**config.mk**
```make
export PLATFORM = sky130hd
export DESIGN_NAME = encoder_frame_position_decoder
export DESIGN_NICKNAME = d
export VERILOG_FILES = /design/src/hw/rtl/efpd_pkg.sv /design/src/hw/rtl/encoder_frame_position_decoder.sv
export SDC_FILE = /design/constraint.sdc
export NUM_CORES = 1
export LEC_CHECK = 0
export BUFFER_PORTS_ARGS = -buffer_cell sky130_fd_sc_hd__buf_2
export CAP_MARGIN = 25
export CORE_MARGIN = 10
export CORE_UTILIZATION = 25
export DETAILED_ROUTE_END_ITERATION = 6
export PLACE_DENSITY = 0.53
export SYNTH_ARGS = -nofsm -noshare
export SYNTH_HDL_FRONTEND = slang
export SYNTH_SLANG_ARGS = --single-unit
```
**constraint.sdc**
```tcl
create_clock -name aclk -period 7.7 [get_ports aclk]
set_input_delay 1.54 -clock aclk [delete_from_list [all_inputs] [get_ports aclk]]
set_output_delay 1.54 -clock aclk [all_outputs]
set_load 0.05 [all_outputs]
```
**src/hw/rtl/efpd_pkg.sv**
```systemverilog
// Package for the encoder frame position decoder.
// Holds field widths, the operation code type and the frame helper functions.
// No dependencies.
package efpd_pkg;

    localparam int WORD_W     = 64;
    localparam int POS_W      = 34;
    localparam int CRC_W      = 6;
    localparam int CRC_DATA_W = 36;
    localparam int ANGLE_W    = 43;
    localparam int START_MIN  = 43;
    // Window below the start bit: CDS, position, error, warning and CRC.
    localparam int WIN_W      = 43;
    localparam int SHIFT_W    = 5;
    localparam int S_TDATA_W  = 72;
    localparam int M_TDATA_W  = 128;

    localparam logic [CRC_W-1:0] CRC6_TAPS = 6'h03;

    typedef enum logic {
        OP_DECODE   = 1'b0,
        OP_SET_ZERO = 1'b1
    } op_t;

    typedef struct packed {
        logic               found;
        logic [SHIFT_W-1:0] shift;
    } start_t;

    // Finds the highest set bit at or above the minimum start position and
    // returns the right shift that brings the window below it to bit 0.
    function automatic start_t find_start(input logic [WORD_W-1:0] w);
        start_t r;
        r.found = 1'b0;
        r.shift = '0;
        for (int k = START_MIN; k < WORD_W; k++) begin
            if (w[k]) begin
                r.found = 1'b1;
                r.shift = SHIFT_W'(k - START_MIN);
            end
        end
        return r;
    endfunction

    // CRC contribution of a single set data bit k positions above the end of
    // the message; it reduces to a constant once k is fixed.
    function automatic logic [CRC_W-1:0] crc6_column(input int k);
        logic [CRC_W-1:0] c;
        logic             top;
        c = CRC6_TAPS;
        for (int i = 0; i < k; i++) begin
            top = c[CRC_W-1];
            c   = {c[CRC_W-2:0], 1'b0};
            if (top) begin
                c = c ^ CRC6_TAPS;
            end
        end
        return c;
    endfunction

    // The CRC is linear with a zero seed, so it is the XOR of the columns of
    // all set data bits.
    function automatic logic [CRC_W-1:0] crc6_of36(input logic [CRC_DATA_W-1:0] d);
        logic [CRC_W-1:0] c;
        c = '0;
        for (int k = 0; k < CRC_DATA_W; k++) begin
            if (d[k]) begin
                c = c ^ crc6_column(k);
            end
        end
        return c;
    endfunction

endpackage

```
**src/hw/rtl/encoder_frame_position_decoder.sv**
```systemverilog
// Throughput: one transaction per cycle; the stages are an input register, a start
// bit search and field extraction stage, and a CRC check and state update stage.
// Back-pressure on the result side stalls a full stage only while every stage after it is full.
// Reset (aresetn, synchronous, active low) empties the pipeline and clears all
// held frame fields, the zero offset and the held position.
module encoder_frame_position_decoder
    import efpd_pkg::*;
(
    input  logic                 aclk,
    input  logic                 aresetn,
    input  logic                 s_tvalid,
    output logic                 s_tready,
    // Fields from bit 0: frame_word[63:0], safe_to_zero[64], zero fill.
    input  logic [S_TDATA_W-1:0] s_tdata,
    // Fields from bit 0: operation[0].
    input  logic [0:0]           s_tuser,
    output logic                 m_tvalid,
    input  logic                 m_tready,
    // Fields from bit 0: frame_valid[0], position[34:1], raw_position[68:35],
    // error_bit[69], warning_bit[70], crc_received[76:71], crc_computed[82:77],
    // angle_fixed[125:83], zero_set_done[126], zero fill.
    output logic [M_TDATA_W-1:0] m_tdata
);

    // Input register.
    logic              in_valid_reg;
    op_t               in_op_reg;
    logic              in_safe_reg;
    logic [WORD_W-1:0] in_word_reg;

    // Extraction stage.
    logic              ext_valid_reg;
    op_t               ext_op_reg;
    logic              ext_safe_reg;
    logic              ext_found_reg;
    logic [WIN_W-1:0]  ext_win_reg;

    // Held frame state, which also forms most of the result payload.
    logic               valid_hold_reg;
    logic [POS_W-1:0]   position_hold_reg;
    logic [POS_W-1:0]   raw_pos_hold_reg;
    logic               error_hold_reg;
    logic               warning_hold_reg;
    logic [CRC_W-1:0]   crc_recv_hold_reg;
    logic [CRC_W-1:0]   crc_calc_hold_reg;
    logic [POS_W-1:0]   zero_offset_reg;

    // Result register.
    logic               m_valid_reg;
    logic [ANGLE_W-1:0] angle_reg;
    logic               done_reg;

    logic               out_free;
    logic               ext_free;
    logic               ext_adv;
    logic               in_adv;
    logic               s_acc;
    start_t             start;
    logic [POS_W-1:0]   raw_new;
    logic               err_new;
    logic               warn_new;
    logic [CRC_W-1:0]   crc_rx_new;
    logic [CRC_W-1:0]   crc_calc_new;
    logic               frame_ok;
    logic [POS_W-1:0]   position_next;
    logic [ANGLE_W-1:0] pos_wide;
    logic [ANGLE_W-1:0] angle_next;

    assign out_free = !m_valid_reg || m_tready;
    assign ext_free = !ext_valid_reg || out_free;
    assign ext_adv  = ext_valid_reg && out_free;
    assign in_adv   = in_valid_reg && ext_free;
    assign s_tready = !in_valid_reg || ext_free;
    assign s_acc    = s_tvalid && s_tready;

    assign start = find_start(in_word_reg);

    assign raw_new      = ext_win_reg[41:8];
    assign err_new      = ext_win_reg[7];
    assign warn_new     = ext_win_reg[6];
    assign crc_rx_new   = ext_win_reg[5:0];
    assign crc_calc_new = crc6_of36(ext_win_reg[41:6]);

    // The received CRC is sent inverted.
    assign frame_ok = (ext_op_reg == OP_DECODE) && ext_found_reg && err_new
                      && ((~crc_calc_new) == crc_rx_new);

    assign position_next = frame_ok ? (raw_new - zero_offset_reg) : position_hold_reg;

    // Multiplying by 360 is 256 + 64 + 32 + 8.
    assign pos_wide   = ANGLE_W'(position_next);
    assign angle_next = (pos_wide << 8) + (pos_wide << 6) + (pos_wide << 5) + (pos_wide << 3);

    always_ff @(posedge aclk) begin
        if (!aresetn) begin
            in_valid_reg <= 1'b0;
        end else if (s_acc) begin
            in_valid_reg <= 1'b1;
        end else if (in_adv) begin
            in_valid_reg <= 1'b0;
        end
    end

    always_ff @(posedge aclk) begin
        if (s_acc) begin
            in_op_reg   <= op_t'(s_tuser[0]);
            in_safe_reg <= s_tdata[WORD_W];
            in_word_reg <= s_tdata[WORD_W-1:0];
        end
    end

    always_ff @(posedge aclk) begin
        if (!aresetn) begin
            ext_valid_reg <= 1'b0;
        end else if (in_adv) begin
            ext_valid_reg <= 1'b1;
        end else if (ext_adv) begin
            ext_valid_reg <= 1'b0;
        end
    end

    always_ff @(posedge aclk) begin
        if (in_adv) begin
            ext_op_reg    <= in_op_reg;
            ext_safe_reg  <= in_safe_reg;
            ext_found_reg <= start.found;
            ext_win_reg   <= WIN_W'(in_word_reg >> start.shift);
        end
    end

    always_ff @(posedge aclk) begin
        if (!aresetn) begin
            valid_hold_reg    <= 1'b0;
            position_hold_reg <= '0;
            raw_pos_hold_reg  <= '0;
            error_hold_reg    <= 1'b0;
            warning_hold_reg  <= 1'b0;
            crc_recv_hold_reg <= '0;
            crc_calc_hold_reg <= '0;
            zero_offset_reg   <= '0;
        end else if (ext_adv) begin
            if (ext_op_reg == OP_DECODE) begin
                valid_hold_reg    <= frame_ok;
                position_hold_reg <= position_next;
                if (ext_found_reg) begin
                    raw_pos_hold_reg  <= raw_new;
                    error_hold_reg    <= err_new;
                    warning_hold_reg  <= warn_new;
                    crc_recv_hold_reg <= crc_rx_new;
                    crc_calc_hold_reg <= crc_calc_new;
                end
            end else if (ext_safe_reg) begin
                zero_offset_reg <= raw_pos_hold_reg;
            end
        end
    end

    always_ff @(posedge aclk) begin
        if (!aresetn) begin
            m_valid_reg <= 1'b0;
        end else if (ext_adv) begin
            m_valid_reg <= 1'b1;
        end else if (m_tready) begin
            m_valid_reg <= 1'b0;
        end
    end

    always_ff @(posedge aclk) begin
        if (ext_adv) begin
            angle_reg <= angle_next;
            done_reg  <= (ext_op_reg == OP_SET_ZERO) && ext_safe_reg;
        end
    end

    // The held state only changes when a result is loaded, so it stays
    // stable while the result waits.
    assign m_tvalid = m_valid_reg;
    assign m_tdata  = {1'b0, done_reg, angle_reg, crc_calc_hold_reg, crc_recv_hold_reg,
                       warning_hold_reg, error_hold_reg, raw_pos_hold_reg,
                       position_hold_reg, valid_hold_reg};

`ifndef SYNTHESIS
    a_offset_only_by_set_zero: assert property (@(posedge aclk)
        (aresetn && $past(aresetn) && !$stable(zero_offset_reg))
        |-> $past(ext_adv && ext_op_reg == OP_SET_ZERO && ext_safe_reg))
        else $error("zero offset changed without a permitted set-zero transaction");

    a_set_zero_copies_raw: assert property (@(posedge aclk) disable iff (!aresetn)
        (m_valid_reg && done_reg) |-> (zero_offset_reg == raw_pos_hold_reg))
        else $error("set-zero result does not match the captured offset");

    a_valid_frame_checks: assert property (@(posedge aclk) disable iff (!aresetn)
        (m_valid_reg && valid_hold_reg)
        |-> (error_hold_reg && ((~crc_calc_hold_reg) == crc_recv_hold_reg)))
        else $error("frame reported valid with a failed CRC or error bit");

    a_angle_tracks_position: assert property (@(posedge aclk) disable iff (!aresetn)
        m_valid_reg |-> (angle_reg == ANGLE_W'(ANGLE_W'(position_hold_reg) * ANGLE_W'(360))))
        else $error("angle does not match the held position");
`endif

endmodule

```
* Yosys cells after proc, flatten, opt, wreduce, memory -nomap -nowiden
Index checks and enable logic that the tools add are counted.
** Storage, ports and cells
- Bits in registers :: 275
- Output and inout port bits :: 130
** Cells by class
- Add/sub/neg operators :: 4
- Equality and inequality tests :: 1
- Shift operators :: 1
- Muxes and demuxes :: 1025
- Bitwise logic cells :: 502
- Reduce and logical (&&, ||, !) cells :: 20
** Operators with widths (number)
- $mux 6 :: 529
- $not 2->2 :: 469
- $mux 2 :: 466
- $xor 6x6->6 :: 31
- $mux 5 :: 21
- $shr 64x5->42 :: 1
- $add 42x40->43 :: 1
- $add 43x37->43 :: 1
- $add 43x39->43 :: 1
- $mux 34 :: 1
- $sub 34x34->34 :: 1
- $reduce_or 20->1 :: 1
- $logic_and 1x1->1 :: 7
- $eq 6x6->1 :: 1
- $mux 1 :: 6
- $not 6->6 :: 1
- $reduce_and 3->1 :: 2
- $reduce_bool 2->1 :: 3
- $mux 4 :: 1
- $logic_not 1->1 :: 3
- $logic_or 1x1->1 :: 3
- $mux 3 :: 1
- $reduce_and 2->1 :: 1
- $not 1->1 :: 1

* Depth between registers and ports, before layout
- Word-level depth :: 100
- Depth in mapped cells :: 27
- Depth with buffers taken out :: 27

* Least setup slack after synthesis
Ideal clock, no wire load.
- Path type :: register to register
- Start :: register ext_win_reg[30]
- End :: register angle_reg[42], data pin
- Setup time :: 0.275 ns
- Arrival time :: 6.538 ns
- Required time :: 7.425 ns
- Setup slack :: 0.887 ns
- Stages on the path, launching flop included :: 22
- Cell sequence :: edfxtp_1 > xnor3_1 > xnor3_1 > xor3_1 > or3_1 > a21oi_2 > nand3_2 > buf_1 > mux2i_1 > fa_1 > fa_1 > inv_1 > ha_1 > a2111o_1 > a211o_1 > a31o_2 > a31oi_1 > nor3_1 > nor3_1 > o31ai_1 > o41ai_1 > o21ai_0
** Between the ends
- Cells in the longest elaborated chain, start to end :: 30
- Elaborated cells between the ends (all ways) :: 31
- Classes of those cells :: add/sub (4); eq/ne (1); mux (13); bitwise (12); reduce/logical (1)
** Ends and longest elaborated chain
- start, declared :: RTL line encoder_frame_position_decoder.sv:36 : logic [WIN_W-1:0] ext_win_reg;
- start signal, assigned :: RTL line encoder_frame_position_decoder.sv:127 : ext_win_reg <= WIN_W'(in_word_reg >> start.shift);
- $mux 6 :: RTL line efpd_pkg.sv:67 : if (d[k]) begin
- $xor 6x6->6 :: RTL line efpd_pkg.sv:68 : c = c ^ crc6_column(k);
- $mux 6 :: RTL line efpd_pkg.sv:67
- $xor 6x6->6 :: RTL line efpd_pkg.sv:68
- $mux 6 :: RTL line efpd_pkg.sv:67
- $xor 6x6->6 :: RTL line efpd_pkg.sv:68
- $mux 6 :: RTL line efpd_pkg.sv:67
- $xor 6x6->6 :: RTL line efpd_pkg.sv:68
- [15 not listed]
- $not 6->6 :: RTL line encoder_frame_position_decoder.sv:86 : && ((~crc_calc_new) == crc_rx_new);
- $eq 6x6->1 :: RTL line encoder_frame_position_decoder.sv:86
- $logic_and 1x1->1 :: RTL line encoder_frame_position_decoder.sv:86
- $mux 34 (*) :: RTL line encoder_frame_position_decoder.sv:88 : assign position_next = frame_ok ? (raw_new - zero_offset_reg) : position_hold_reg;
- $add 42x40->43 :: RTL line encoder_frame_position_decoder.sv:92 : assign angle_next = (pos_wide << 8) + (pos_wide << 6) + (pos_wide << 5) + (pos_wide << 3);
- $add 43x39->43 :: RTL line encoder_frame_position_decoder.sv:92
- $add 43x37->43 (*) :: RTL line encoder_frame_position_decoder.sv:92
- net angle_next[42] :: RTL line encoder_frame_position_decoder.sv:67 : logic [ANGLE_W-1:0] angle_next;
- end signal, assigned :: RTL line encoder_frame_position_decoder.sv:170 : angle_reg <= angle_next;
- end, declared :: RTL line encoder_frame_position_decoder.sv:50 : logic [ANGLE_W-1:0] angle_reg;
Mark *: on every way through the listed nets, which the timed path passes. The rest lies on a longest branch.
A chain may end at the register's enable or synchronous reset.

* Worst setup path after layout
- Start :: register ext_win_reg[30]
- End :: register angle_reg[41], data pin
** Between the ends
- Cells in the longest elaborated chain, start to end :: 30
- Elaborated cells between the ends (all ways) :: 31
- Classes of those cells :: add/sub (4); eq/ne (1); mux (13); bitwise (12); reduce/logical (1)
** Ends and longest elaborated chain
- $mux 6 (*) :: RTL line efpd_pkg.sv:67
- $xor 6x6->6 :: RTL line efpd_pkg.sv:68
- $mux 6 (*) :: RTL line efpd_pkg.sv:67
- $xor 6x6->6 :: RTL line efpd_pkg.sv:68
- $mux 6 (*) :: RTL line efpd_pkg.sv:67
- $xor 6x6->6 :: RTL line efpd_pkg.sv:68
- $mux 6 (*) :: RTL line efpd_pkg.sv:67
- $xor 6x6->6 :: RTL line efpd_pkg.sv:68
- [16 not listed]
- $eq 6x6->1 (*) :: RTL line encoder_frame_position_decoder.sv:86
- $logic_and 1x1->1 (*) :: RTL line encoder_frame_position_decoder.sv:86
- $mux 34 (*) :: RTL line encoder_frame_position_decoder.sv:88
- net position_next[17] :: RTL line encoder_frame_position_decoder.sv:65 : logic [POS_W-1:0] position_next;
- $add 42x40->43 :: RTL line encoder_frame_position_decoder.sv:92
- $add 43x39->43 :: RTL line encoder_frame_position_decoder.sv:92
- $add 43x37->43 (*) :: RTL line encoder_frame_position_decoder.sv:92
- net angle_next[41] :: RTL line encoder_frame_position_decoder.sv:67
Marks and branches as above.

==> flow_summary.toml <==
[run_status]
run_status = "finished clean"

[timing]
worst_slew_pin_slew_ns = 0.952
achievable-frequency_ghz = 0.137
final_min_period_over_clock_period_pct = 94.7
finalClockSkew_ns = 0.0343
finalSetupTns_ns = 0
count_of_final_max_slew_check_failures = 0
setup_viol_count_final = 0
unrepaired_setup_endpoints_after_global_routing = "no"
relative_slew_slack_pct = 36.3
post-route-min-period_ns = 7.29
report.final.hold_viol_count = 0

[route]
detail_route.iter0.violations = 747
drt-vias-per-instance = 4.68
antenna_violating_nets_post_route = 0
post_drt_wl_per_cell_microns = 18.0
drc_violation_count_after_routing = 0
detailroute.via_count = 14660
drt_pass1_iterations = 5
drt-total-wl_microns = 56300

[critical_path]
cp.arrival_ns = 7.58
crit_path_end_kind = "flip-flop"
slowest_stage = "sky130_fd_sc_hd__fa_1"
worstPathRequired_ns = 7.99
cp_max_fo = 33
critical_path.max_stage_delay_ns = 0.51
worstPathCellList = "xnor3_1, xnor3_1, xor3_1, or3_1, a21oi_2, nand3_4, buf_4, mux2i_1, inv_1, fa_1, inv_1, fa_1, inv_1, ha_1, and3_1, nand4_1, nor2_1, o311ai_0, buf_4, a21bo_2, a31oi_1, a211o_1, a21oi_1, xnor2_1"
critPathKind = "flip-flop to flip-flop"
worstSetupStartpointType = "flip-flop"
critical_path.most_common_cell = "sky130_fd_sc_hd__inv_1"

[grt]
grt_overflow = 0
grt_busiest_layer = "met2"
use_met1_pct = 16.4
grt_start_max_net_pins = 67
grt_util_met3_pct = 3.85
grt_pass1_vias = 14373
global_route_usage_over_all_layers_pct = 12.6
grt_antenna_before_repair = 0
globalRouteMet2Util_pct = 19.9
grt_pass1_wl_microns = 85200

[pwr]
total_leakage_power_nw = 9.63
power.total_mw = 4.48
power_density_nw_per_um2 = 203
vdd.ir_drop.worst_uv = 163

[floorplan]
io_pins = 207
placeableCoreArea_sq_um = 74400
initial_core_util_pct = 25.2
die_height_microns = 294
placementRows = 100
die_area_sq_um = 86500
die_x_microns = 294

[place]
place_inst = 3071
port_buffers = 195
detailed_place.area_sq_um = 20900
detailedPlacementHpwl_microns = 44600
place.gp.congestion = 0.847

[synthesis]
ys_seq_elements = 272
yosysWarningCount = 0
synthDistinctLibCells = 79
postSynth.asyncResetShare_pct = 0
post_synth_inst_count = 1976
synth.yosys.seq_area_share_pct = 37.1
synth-main-ff-cell = "sky130_fd_sc_hd__edfxtp_1"
edff_count_synth = 152
synthesis.area_sq_um = 18800
syn_avg_cell_area_sq_um = 9.51

[clock_network]
clk_pin_slew_worst_paths_ns = 0.06
clock_latency_ns = 0.55
cts_tree = "done"
cts_setup_buffers = 0
cts_root_buffer_type = "sky130_fd_sc_hd__clkbuf_16"
cts.htree.levels = 2
clockBufferDepth = 3
post_cts_resized = 0
tritoncts.num_buffers = 34
holdBufCountCts = 0
number_of_sinks_driven_by_the_clock_tree = 272

[layout]
final_cell_area_sq_um = 22000
largest_reg_flops = 64
growth_of_design_area_from_synthesis_to_finish_pct = 17.2
diodes = 0
layout.nets = 2351
layout-drive-gt1-share_pct = 16.1
final-instance-count-excl-fill = 3132

[run]
max-cap-violations = 0

[worst_hold_path]
hold_path.class = "flip-flop to flip-flop"
==> worst max-delay path, delay by kind of cell (launching register included) <==
family          cells  cell delay, ns
fa+ha+maj           3            1.36
flops               1            0.46
xor+xnor            4            1.50
buf+inv             5            0.80
compound gates      6            1.29
mux                 1            0.43
simple gates        5            1.17
==> cell usage after synthesis (14+ instances only) <==
cell | n | area [sq um]
sky130_fd_sc_hd__nand3_1 | 24 | 120
sky130_fd_sc_hd__fa_1 | 54 | 1080
sky130_fd_sc_hd__a221oi_1 | 14 | 123
sky130_fd_sc_hd__o21a_1 | 20 | 150
sky130_fd_sc_hd__nor3_1 | 25 | 125
sky130_fd_sc_hd__o21ai_0 | 52 | 260
sky130_fd_sc_hd__xnor2_1 | 80 | 701
sky130_fd_sc_hd__mux2_2 | 28 | 315
sky130_fd_sc_hd__mux2i_1 | 166 | 1660
sky130_fd_sc_hd__dfxtp_1 | 120 | 2400
sky130_fd_sc_hd__a21oi_1 | 201 | 1010
sky130_fd_sc_hd__edfxtp_1 | 152 | 4560
sky130_fd_sc_hd__xor2_1 | 36 | 315
sky130_fd_sc_hd__nand2_1 | 290 | 1090
sky130_fd_sc_hd__nor2b_1 | 14 | 87.6
sky130_fd_sc_hd__inv_1 | 153 | 574
sky130_fd_sc_hd__xnor3_1 | 16 | 360
sky130_fd_sc_hd__clkbuf_1 | 72 | 270
sky130_fd_sc_hd__and3_1 | 15 | 93.8
sky130_fd_sc_hd__ha_1 | 81 | 1010
sky130_fd_sc_hd__a21o_1 | 38 | 285
sky130_fd_sc_hd__a211oi_1 | 25 | 188
sky130_fd_sc_hd__nor2_1 | 90 | 338
sky130_fd_sc_hd__and2_1 | 15 | 93.8
==> cell usage in the layout, fill, tap and decap left out, types with 16 or more instances in the layout <==
cell type	n
sky130_fd_sc_hd__buf_4	24
sky130_fd_sc_hd__fa_1	54
sky130_fd_sc_hd__o21a_1	20
sky130_fd_sc_hd__a211oi_1	25
sky130_fd_sc_hd__mux2_2	28
sky130_fd_sc_hd__o21ai_0	52
sky130_fd_sc_hd__nand3_1	24
sky130_fd_sc_hd__dfxtp_1	120
sky130_fd_sc_hd__nand2_1	288
sky130_fd_sc_hd__a21oi_1	200
sky130_fd_sc_hd__inv_1	152
sky130_fd_sc_hd__buf_2	195
sky130_fd_sc_hd__xnor3_1	16
sky130_fd_sc_hd__a21o_1	38
sky130_fd_sc_hd__nor2_1	90
sky130_fd_sc_hd__xor2_1	36
sky130_fd_sc_hd__xnor2_1	80
sky130_fd_sc_hd__nor3_1	24
sky130_fd_sc_hd__ha_1	81
sky130_fd_sc_hd__clkbuf_16	37
sky130_fd_sc_hd__mux2i_1	165
sky130_fd_sc_hd__edfxtp_1	152
==> per-layer routing <==
layer | vias to the layer above | part of all wire [%]
met1 | 6916 | 46
li1 | 7292 | -
met5 | - | 0
met3 | 60 | 7.8
met4 | 0 | 2.2
met2 | 392 | 44
==> path summary, 6_finish.rpt <==
path | slack (ns) | from | to | depth (start not counted)
max reg2reg | 0.41 | ext_win_reg[30] | angle_reg[41] | 24
min | 0.43 | in_safe_reg | ext_safe_reg | 0
max | 0.41 | ext_win_reg[30] | angle_reg[41] | 24
min reg2reg | 0.43 | in_safe_reg | ext_safe_reg | 0
==> area by class of cell <==
cell class	count	area, sq um
clock inverter	11	70.1
clock buffer	49	1040
sequential	272	6970
inverter	154	579
multi-input combinational	1456	10900
tap	969	1210
timing repair buffer	221	1210
fill	7776	52400
==> cell families (layout without fill, tap and decap cells) <==
kind of cell / count (synthesis) / count (layout) / share of synthesized area, %
multiplexers: 196 / 196 / 10.8
XOR/XNOR: 134 / 134 / 7.58
AND/OR/NAND/NOR: 528 / 528 / 12.4
adder cells (fa/ha/maj): 141 / 141 / 11.5
AO/OA/AOI/OAI: 453 / 453 / 15.5
buffers and inverters: 251 / 435 / 5.28
other: 1 / 4 / 0.0200
flip-flops: 272 / 272 / 37.1
==> power by group <==
group	internal (mW)	switching, mW	total (mW)	leakage, nW
Clock	0.942	0.644	1.59	0.543
Combinational	0.496	0.696	1.19	6.63
Sequential	1.62	0.0759	1.70	2.46
Total	3.06	1.42	4.48	9.63
==> metrics by stage <==
stage               hold slack [ns]  util [%]  setup slack, ns
global placement              0.413      28.0            0.323
detailed placement            0.413      28.0            0.192
finish                        0.427      29.6            0.408
CTS                           0.427      29.5            0.160
global route                  0.431      29.6           0.0624
floorplan                     0.400         -            0.887
(Power assumes the default switching activity.)
